### config.mk
export PLATFORM = sky130hd
export DESIGN_NAME = map_delta_coord_decoder_top
export DESIGN_NICKNAME = d
export VERILOG_FILES = /design/src/mdc_pkg.sv /design/src/mdc_cfg.sv /design/src/mdc_core.sv /design/src/map_delta_coord_decoder_top.sv
export SDC_FILE = /design/constraint.sdc
export NUM_CORES = 1
export LEC_CHECK = 0
export BUFFER_PORTS_ARGS = -buffer_cell sky130_fd_sc_hd__buf_2
export CAP_MARGIN = 10
export CORE_MARGIN = 2
export CORE_UTILIZATION = 35
export DETAILED_ROUTE_END_ITERATION = 12
export HOLD_SLACK_MARGIN = 0.03
export PLACE_DENSITY_LB_ADDON = 0.05
export SYNTH_ARGS = -nofsm -noshare
export SYNTH_HDL_FRONTEND = slang
export SYNTH_SLANG_ARGS = --single-unit
### constraint.sdc
create_clock -name i_clk -period 5.15 [get_ports i_clk]
set_input_delay 1.03 -clock i_clk [delete_from_list [all_inputs] [get_ports i_clk]]
set_output_delay 1.03 -clock i_clk [all_outputs]
set_load 0.01 [all_outputs]
### src/mdc_pkg.sv
// Shared types and constants for the map delta coordinate decoder.
// Used by mdc_cfg, mdc_core and map_delta_coord_decoder_top; no dependencies.
`timescale 1ns / 1ps

package mdc_pkg;

    // Configuration register indexes
    localparam logic [1:0] CFG_BOX_LEFT   = 2'd0;
    localparam logic [1:0] CFG_BOX_TOP    = 2'd1;
    localparam logic [1:0] CFG_BOX_RIGHT  = 2'd2;
    localparam logic [1:0] CFG_BOX_BOTTOM = 2'd3;

    // Input command codes
    localparam logic CMD_START = 1'b0;
    localparam logic CMD_DATA  = 1'b1;

    // Field width in bytes per axis
    localparam logic [2:0] FB_2 = 3'd2;
    localparam logic [2:0] FB_3 = 3'd3;
    localparam logic [2:0] FB_4 = 3'd4;

    // Box span thresholds for width selection
    localparam logic signed [32:0] SPAN_3B = 33'sd32767;
    localparam logic signed [32:0] SPAN_4B = 33'sd8388608;

    // Field masks and sign-magnitude bias per width
    localparam logic [31:0] MASK_2B = 32'h0000_ffff;
    localparam logic [31:0] MASK_3B = 32'h00ff_ffff;
    localparam logic [31:0] MASK_4B = 32'hffff_ffff;
    localparam logic [31:0] BIAS_2B = 32'h0001_0000;
    localparam logic [31:0] BIAS_3B = 32'h0100_0000;
    localparam logic [31:0] BIAS_4B = 32'h0000_0000;

    // Run status values
    localparam logic [2:0] RS_STOPPED = 3'd4;
    localparam logic [2:0] RS_END     = 3'd5;
    localparam logic [2:0] RS_STEP    = 3'd2;

    typedef struct packed {
        logic       cmd;
        logic [7:0] data_byte;
        logic       start_status;
    } t_in_item;

    typedef struct packed {
        logic signed [31:0] point_x;
        logic signed [31:0] point_y;
        logic               kind;
        logic               next_mark;
        logic               marker;
    } t_out_item;

    // Configuration view handed to the decode core
    typedef struct packed {
        logic [31:0] box_left;
        logic [31:0] box_bottom;
        logic [2:0]  field_bytes;
        logic        busy;
    } t_cfg_view;

endpackage

### src/mdc_cfg.sv
// Bounding box registers and registered field-width selection.
// Depends on mdc_pkg.
`timescale 1ns / 1ps

module mdc_cfg (
    input  logic                 i_clk,
    input  logic                 i_rst_n,
    input  logic                 i_cfg_valid,
    input  logic [1:0]           i_cfg_index,
    input  logic [31:0]          i_cfg_data,
    output mdc_pkg::t_cfg_view   o_view
);
    import mdc_pkg::*;

    logic [31:0] r_left, r_top, r_right, r_bottom;
    logic [2:0]  r_fb, n_fb;
    logic        r_busy;
    logic signed [32:0] dx, dy;

    // Register writes
    always_ff @(posedge i_clk) begin
        if (!i_rst_n) begin
            r_left   <= '0;
            r_top    <= '0;
            r_right  <= '0;
            r_bottom <= '0;
        end else if (i_cfg_valid) begin
            unique case (i_cfg_index)
                CFG_BOX_LEFT:   r_left   <= i_cfg_data;
                CFG_BOX_TOP:    r_top    <= i_cfg_data;
                CFG_BOX_RIGHT:  r_right  <= i_cfg_data;
                CFG_BOX_BOTTOM: r_bottom <= i_cfg_data;
            endcase
        end
    end

    // Exact box spans, no wrap
    assign dx = $signed({r_right[31], r_right}) - $signed({r_left[31], r_left});
    assign dy = $signed({r_top[31], r_top}) - $signed({r_bottom[31], r_bottom});

    always_comb begin
        n_fb = FB_2;
        if (dx > SPAN_3B || dy > SPAN_3B) n_fb = FB_3;
        if (dx > SPAN_4B || dy > SPAN_4B) n_fb = FB_4;
    end

    // Width is registered; busy is raised while it settles after a write
    always_ff @(posedge i_clk) begin
        if (!i_rst_n) begin
            r_fb   <= FB_2;
            r_busy <= 1'b0;
        end else begin
            r_fb   <= n_fb;
            r_busy <= i_cfg_valid;
        end
    end

    assign o_view = '{box_left: r_left, box_bottom: r_bottom,
                      field_bytes: r_fb, busy: r_busy};

endmodule

### src/mdc_core.sv
// Decode state (byte index, accumulators, run status) and one-item step logic.
// Depends on mdc_pkg.
`timescale 1ns / 1ps

module mdc_core (
    input  logic                 i_clk,
    input  logic                 i_rst_n,
    input  logic                 i_step,
    input  mdc_pkg::t_in_item    i_item,
    input  mdc_pkg::t_cfg_view   i_cfg,
    output logic                 o_res_valid,
    output mdc_pkg::t_out_item   o_res
);
    import mdc_pkg::*;

    logic [2:0]  r_idx, n_idx;
    logic [31:0] r_x, n_x, r_y, n_y;
    logic [2:0]  r_rs, n_rs;

    logic [2:0]  fb, j;
    logic [31:0] b32, mask, bias, xm, ym, mag;
    logic        is_x, done, mk, nxt, kind, run;
    logic [2:0]  rs_inc;

    always_comb begin
        fb   = i_cfg.field_bytes;
        b32  = {24'd0, i_item.data_byte};
        is_x = (r_idx < fb);
        j    = r_idx - fb;
        run  = (r_rs < RS_STOPPED);

        // Shift the byte into its accumulator
        n_x = r_x;
        n_y = r_y;
        if (is_x) begin
            if (r_idx == 3'd0) n_x = b32;
            else               n_x = r_x | (b32 << {r_idx[1:0], 3'b000});
        end else begin
            if (j == 3'd0)      n_y = b32;
            else if (j < 3'd4)  n_y = r_y | (b32 << {j[1:0], 3'b000});
        end

        // Point completes at byte 2n-1 or later
        done = ({1'b0, r_idx} + 4'd1) >= {fb, 1'b0};

        case (fb)
            FB_2:    begin mask = MASK_2B; bias = BIAS_2B; end
            FB_3:    begin mask = MASK_3B; bias = BIAS_3B; end
            default: begin mask = MASK_4B; bias = BIAS_4B; end
        endcase
        xm = n_x & mask;
        ym = n_y & mask;
        case (fb)
            FB_2:    mk = xm[15];
            FB_3:    mk = xm[23];
            default: mk = xm[31];
        endcase
        mag    = mk ? (bias - xm) : xm;
        rs_inc = r_rs + RS_STEP;
        nxt    = mk && (r_rs != 3'd0);
        kind   = mk && (rs_inc == RS_END);

        // Next state
        n_idx = r_idx;
        n_rs  = r_rs;
        o_res_valid = 1'b0;
        if (i_item.cmd == CMD_START) begin
            n_idx = 3'd0;
            n_x   = '0;
            n_y   = '0;
            n_rs  = {2'b00, i_item.start_status};
        end else if (!run) begin
            n_x = r_x;
            n_y = r_y;
        end else if (!done) begin
            n_idx = r_idx + 3'd1;
        end else begin
            n_idx = 3'd0;
            if (mk) n_rs = rs_inc;
            o_res_valid = 1'b1;
        end

        o_res.point_x   = i_cfg.box_left + mag;
        o_res.point_y   = i_cfg.box_bottom + ym;
        o_res.kind      = kind;
        o_res.next_mark = nxt;
        o_res.marker    = mk;
    end

    always_ff @(posedge i_clk) begin
        if (!i_rst_n) begin
            r_idx <= '0;
            r_x   <= '0;
            r_y   <= '0;
            r_rs  <= RS_STOPPED;
        end else if (i_step) begin
            r_idx <= n_idx;
            r_x   <= n_x;
            r_y   <= n_y;
            r_rs  <= n_rs;
        end
    end

endmodule

### src/map_delta_coord_decoder_top.sv
// Top level of the map delta coordinate decoder: input and result registers.
// Depends on mdc_pkg, mdc_cfg and mdc_core.
//
// Usage: coordinate bytes and start commands arrive at most one item per cycle on the
// i_in_valid / o_in_ready channel. A start command (cmd 0) loads the run
// status from start_status and clears the byte index and accumulators; it
// gives no result. Data bytes build an x then a y field of 2, 3 or 4 bytes
// each, the width following from the bounding box registers. The last byte of
// a point gives one result item on o_out_valid / i_out_ready.
// The last byte passes through the input register and then loads the result
// register. Throughput: one item per cycle while neither a receiver stall nor
// a configuration write holds the accumulate/decode step.
// A receiver stall holds the result register; the input register takes at
// most one more item, then o_in_ready drops.
// Configuration: i_cfg_valid / o_cfg_ready (always ready), index 0..3 for
// box_left, box_top, box_right, box_bottom. In the cycle after a write, the
// decode step waits while the width selection settles.
// Reset (synchronous, active low) clears all registers but the input and result
// data; the run status comes up stopped, so data bytes are ignored until the first start command.
`timescale 1ns / 1ps

module map_delta_coord_decoder_top (
    input  logic                 i_clk,
    input  logic                 i_rst_n,
    input  logic                 i_in_valid,
    output logic                 o_in_ready,
    input  mdc_pkg::t_in_item    i_in,
    output logic                 o_out_valid,
    input  logic                 i_out_ready,
    output mdc_pkg::t_out_item   o_out,
    input  logic                 i_cfg_valid,
    output logic                 o_cfg_ready,
    input  logic [1:0]           i_cfg_index,
    input  logic [31:0]          i_cfg_data
);
    import mdc_pkg::*;

    t_cfg_view  cfg_view;
    t_in_item   r_in;
    logic       r_in_valid;
    t_out_item  r_out, res;
    logic       r_out_valid, res_valid, step;

    assign o_cfg_ready = 1'b1;

    mdc_cfg u_cfg (
        .i_clk       (i_clk),
        .i_rst_n     (i_rst_n),
        .i_cfg_valid (i_cfg_valid),
        .i_cfg_index (i_cfg_index),
        .i_cfg_data  (i_cfg_data),
        .o_view      (cfg_view)
    );

    // Process the held item when the result register can take a result and cfg is not busy
    assign step       = r_in_valid && !cfg_view.busy && (!r_out_valid || i_out_ready);
    assign o_in_ready = !r_in_valid || step;

    mdc_core u_core (
        .i_clk       (i_clk),
        .i_rst_n     (i_rst_n),
        .i_step      (step),
        .i_item      (r_in),
        .i_cfg       (cfg_view),
        .o_res_valid (res_valid),
        .o_res       (res)
    );

    // Input register
    always_ff @(posedge i_clk) begin
        if (!i_rst_n) begin
            r_in_valid <= 1'b0;
        end else if (i_in_valid && o_in_ready) begin
            r_in_valid <= 1'b1;
        end else if (step) begin
            r_in_valid <= 1'b0;
        end
    end

    always_ff @(posedge i_clk) begin
        if (i_in_valid && o_in_ready) begin
            r_in <= i_in;
        end
    end

    // Result register
    always_ff @(posedge i_clk) begin
        if (!i_rst_n) begin
            r_out_valid <= 1'b0;
        end else if (step && res_valid) begin
            r_out_valid <= 1'b1;
        end else if (i_out_ready) begin
            r_out_valid <= 1'b0;
        end
    end

    always_ff @(posedge i_clk) begin
        if (step && res_valid) begin
            r_out <= res;
        end
    end

    assign o_out_valid = r_out_valid;
    assign o_out       = r_out;

endmodule
==> qor.yml <==
status:
  status: "completed"
setup_path:
  crit_required_ps: 5430
  cp_max_fo: 5
  r2r_slack_ps: 160
  worstReg2RegEnd: "o_out[62]$_DFFE_PP_"
  critical_path_class: "register to register"
  startpoint_type: "register"
  crit_arrival_ps: 5280
  r2r_cells: 24
  rr_startpoint: "u_core.r_idx[1]$_SDFFE_PN0P_"
  cp-end-kind: "register"
final_layout:
  mostFrequentLayoutCells: "nand2_1, a21oi_1, nor2_1"
  area_delta_synth_final_pct: 21.1
  antenna_cells: 0
  utilization_pct: 43.0
  nets: 2685
  final_area_um2: 22100
  final_common_cell: "nand2_1"
  drive_above_1_share_pct: 16.6
yosys:
  synth_cell_type_count: 96
  yosysSeqAreaShare_pct: 35.0
  syn_area_per_cell_um2: 7.97
  synth.cell_area_um2: 18300
  async_reset_ff_share_pct: 0
  yosys_warnings: 0
  syn_nets: 2488
  yosys_most_used_dff: "dfxtp_1"
  netlist_instances: 2294
  synth-edff-count: 77
  synth-seq-cells: 281
placed_design:
  placed_area_um2: 20300
  gp_congestion: 0.891
  dpl.hpwl_um: 48100
  port-buffer-count: 117
clock_tree:
  tritoncts: "yes"
  clock_path_buffers: 3
  clkSlewWorstSetupHoldPaths_ps: 60
  htreeDepth: 2
  numCtsBuffers: 37
  cts_hold_buf: 0
  root_buffer: "clkbuf_16"
  cts.sinks: 281
  clk_latency_ps: 560
floorplan:
  core-area_um2: 51500
  dieWidth_um: 233
  start_util_pct: 35.5
  rows: 83
  dieArea_um2: 54100
  die_h_um: 233
  io_pins: 119
detailed_routing:
  finalWirelength_um: 62800
  vias: 17434
  route.detailed.drc: 0
  drt-pass1-iter-count: 5
  ant_nets: 0
  vias_per_cell: 5.45
  wl_per_cell_um: 19.6
  drt_iter0_drc: 1317
power:
  irDropWorstVdd_uv: 227
  leakage_nw: 9.37
  p_per_area_nw_per_um2: 296
  finalPower_w: 0.00656
job:
  maxCapViolCount: 0
min_path:
  hold_depth: 2
  min_from: "u_cfg.r_bottom[31]$_SDFFE_PN0P_"
  hp-class: "register to register"
  hold_end: "u_cfg.r_bottom[31]$_SDFFE_PN0P_"
grt:
  grt_pass1_wl_um: 94800
  grt_pass1_vias: 16250
  antenna_found_initial: 6
  groute.usage.overall_pct: 22.7
  grt-ovfl-total: 0
  grt_max_degree: 72
sta:
  finalSetupViolations: 0
  max-slew-margin-rel_pct: 25.0
  drv_slew: 0
  tightest_slew_ps: 1120
  period_minus_slack_ps: 4990
  rsz0062_at_grt: "yes"
  min_period_over_period_pct: 97.0
  fmax_ghz: 0.200
  hold_viol_final: 0
  fin_skew_ps: 29.7
==> worst max-delay path by stage <==
stage               slack, ps                         start                  end
finish                    160  u_core.r_idx[1]$_SDFFE_PN0P_  o_out[62]$_DFFE_PP_
global route              -40      u_cfg.r_fb[1]$_SDFF_PN1_  o_out[62]$_DFFE_PP_
CTS                         6  u_core.r_idx[1]$_SDFFE_PN0P_  o_out[66]$_DFFE_PP_
detailed placement       -160      u_cfg.r_fb[1]$_SDFF_PN1_  o_out[65]$_DFFE_PP_
global placement          -70      u_cfg.r_fb[1]$_SDFF_PN1_  o_out[65]$_DFFE_PP_
floorplan                   4      u_cfg.r_fb[1]$_SDFF_PN1_  o_out[66]$_DFFE_PP_
==> per-stage QoR <==
stage	setup TNS [ps]	instances	hold WS [ps]	worst slack (ps)
floorplan	0	2294	436	3.75
global placement	-163	3110	442	-66.4
detailed placement	-506	3110	446	-161
CTS	0	3186	455	6.16
global route	-84.8	3199	473	-38.6
finish	0	3199	456	156
==> layout make-up <==
type	instances	area, µm²
Timing Repair Buffer	268	1770
Clock buffer	52	1090
Fill cell	5304	29400
Tap cell	680	851
Multi-Input combinational cell	1806	11500
Sequential cell	281	6400
Inverter	97	372
Clock inverter	15	189
==> cells by family after synthesis <==
family / after synthesis / synth area share (%)
simple gates: 847 / 21.0
fa+ha+maj: 145 / 10.1
other cells: 1 / 0.0205
compound gates: 690 / 23.5
flops: 281 / 35.0
xor+xnor: 111 / 5.32
buf+inv: 207 / 4.36
mux: 12 / 0.677
==> critical path, cell delays in order, from the launching register on <==
cell and delay (ps):
dfxtp_2 330, buf_6 140, inv_6 60, ha_2 160, nand2b_1 80, buf_6 130
or4_4 470, a22oi_2 210, and4_4 280, nand2_4 60, or2_4 250, o31ai_4 200
xnor2_2 90, ha_1 310, and2_4 140, and3_4 200, buf_4 110, nand4_1 110
o21ai_2 240, a311oi_4 160, a2111oi_4 490, o41ai_4 120, buf_4 140, buf_4 110
a21boi_0 110
==> per-layer routing <==
| metal | up-vias | track usage [%] | wire length (µm) |
|---|---|---|---|
| met2 | 430 | 37.0 | 28700 |
| li1 | 8584 | - | - |
| met5 | - | 0 | 8 |
| met3 | 77 | 2.86 | 2920 |
| met1 | 8341 | 31.6 | 29800 |
| met4 | 2 | 5.85 | 1400 |
==> where the power goes <==
| group | leakage (nW) | total [W] | switching [W] | internal [W] |
|---|---|---|---|---|
| Sequential | 2.35 | 0.00237 | 0.0000493 | 0.00232 |
| Clock | 0.628 | 0.00272 | 0.00103 | 0.00168 |
| Combinational | 6.40 | 0.00147 | 0.000871 | 0.000596 |
| Total | 9.37 | 0.00656 | 0.00195 | 0.00460 |
==> sequential cells by signal (all words and copies together) (netlist names) <==
register / count
o_out: 67
u_cfg.r_bottom: 32
u_cfg.r_left: 32
u_cfg.r_right: 32
u_cfg.r_top: 32
u_core.r_x: 32
u_core.r_y: 32
r_in: 10
u_cfg.r_fb: 3
u_core.r_idx: 3
u_core.r_rs: 3
o_out_valid: 1
r_in_valid: 1
u_cfg.r_busy: 1
==> cell usage after synthesis (all sizes together), types with 10 or more instances <==
master | n | area, µm²
and3 | 16 | 100
o21bai | 13 | 97.6
o21a | 26 | 195
nor3 | 37 | 201
inv | 96 | 360
a21boi | 10 | 75.1
nor4 | 10 | 68.8
dfxtp | 204 | 4080
a21o | 55 | 415
a211oi | 17 | 138
xor2 | 39 | 342
a22oi | 45 | 348
nor2b | 17 | 106
o211ai | 15 | 113
nand3 | 36 | 180
ha | 140 | 1750
a31oi | 20 | 131
or3 | 12 | 75.1
nand2 | 375 | 1410
nor2 | 229 | 860
nand2b | 17 | 106
or4 | 10 | 75.1
nand4 | 29 | 188
clkbuf | 101 | 379
and2 | 12 | 75.1
o21ai | 93 | 465
a21oi | 312 | 1570
xnor2 | 72 | 631
o31ai | 14 | 119
edfxtp | 77 | 2310
nor3b | 11 | 87.6
==> what timing repair did <==
item,CTS,global route
endpoints found under the hold margin,0,0
pin swaps,30,26
setup buffers,9,14
setup endpoints to repair,7,15
gates resized for setup,35,41
(Power assumes the default switching activity.)
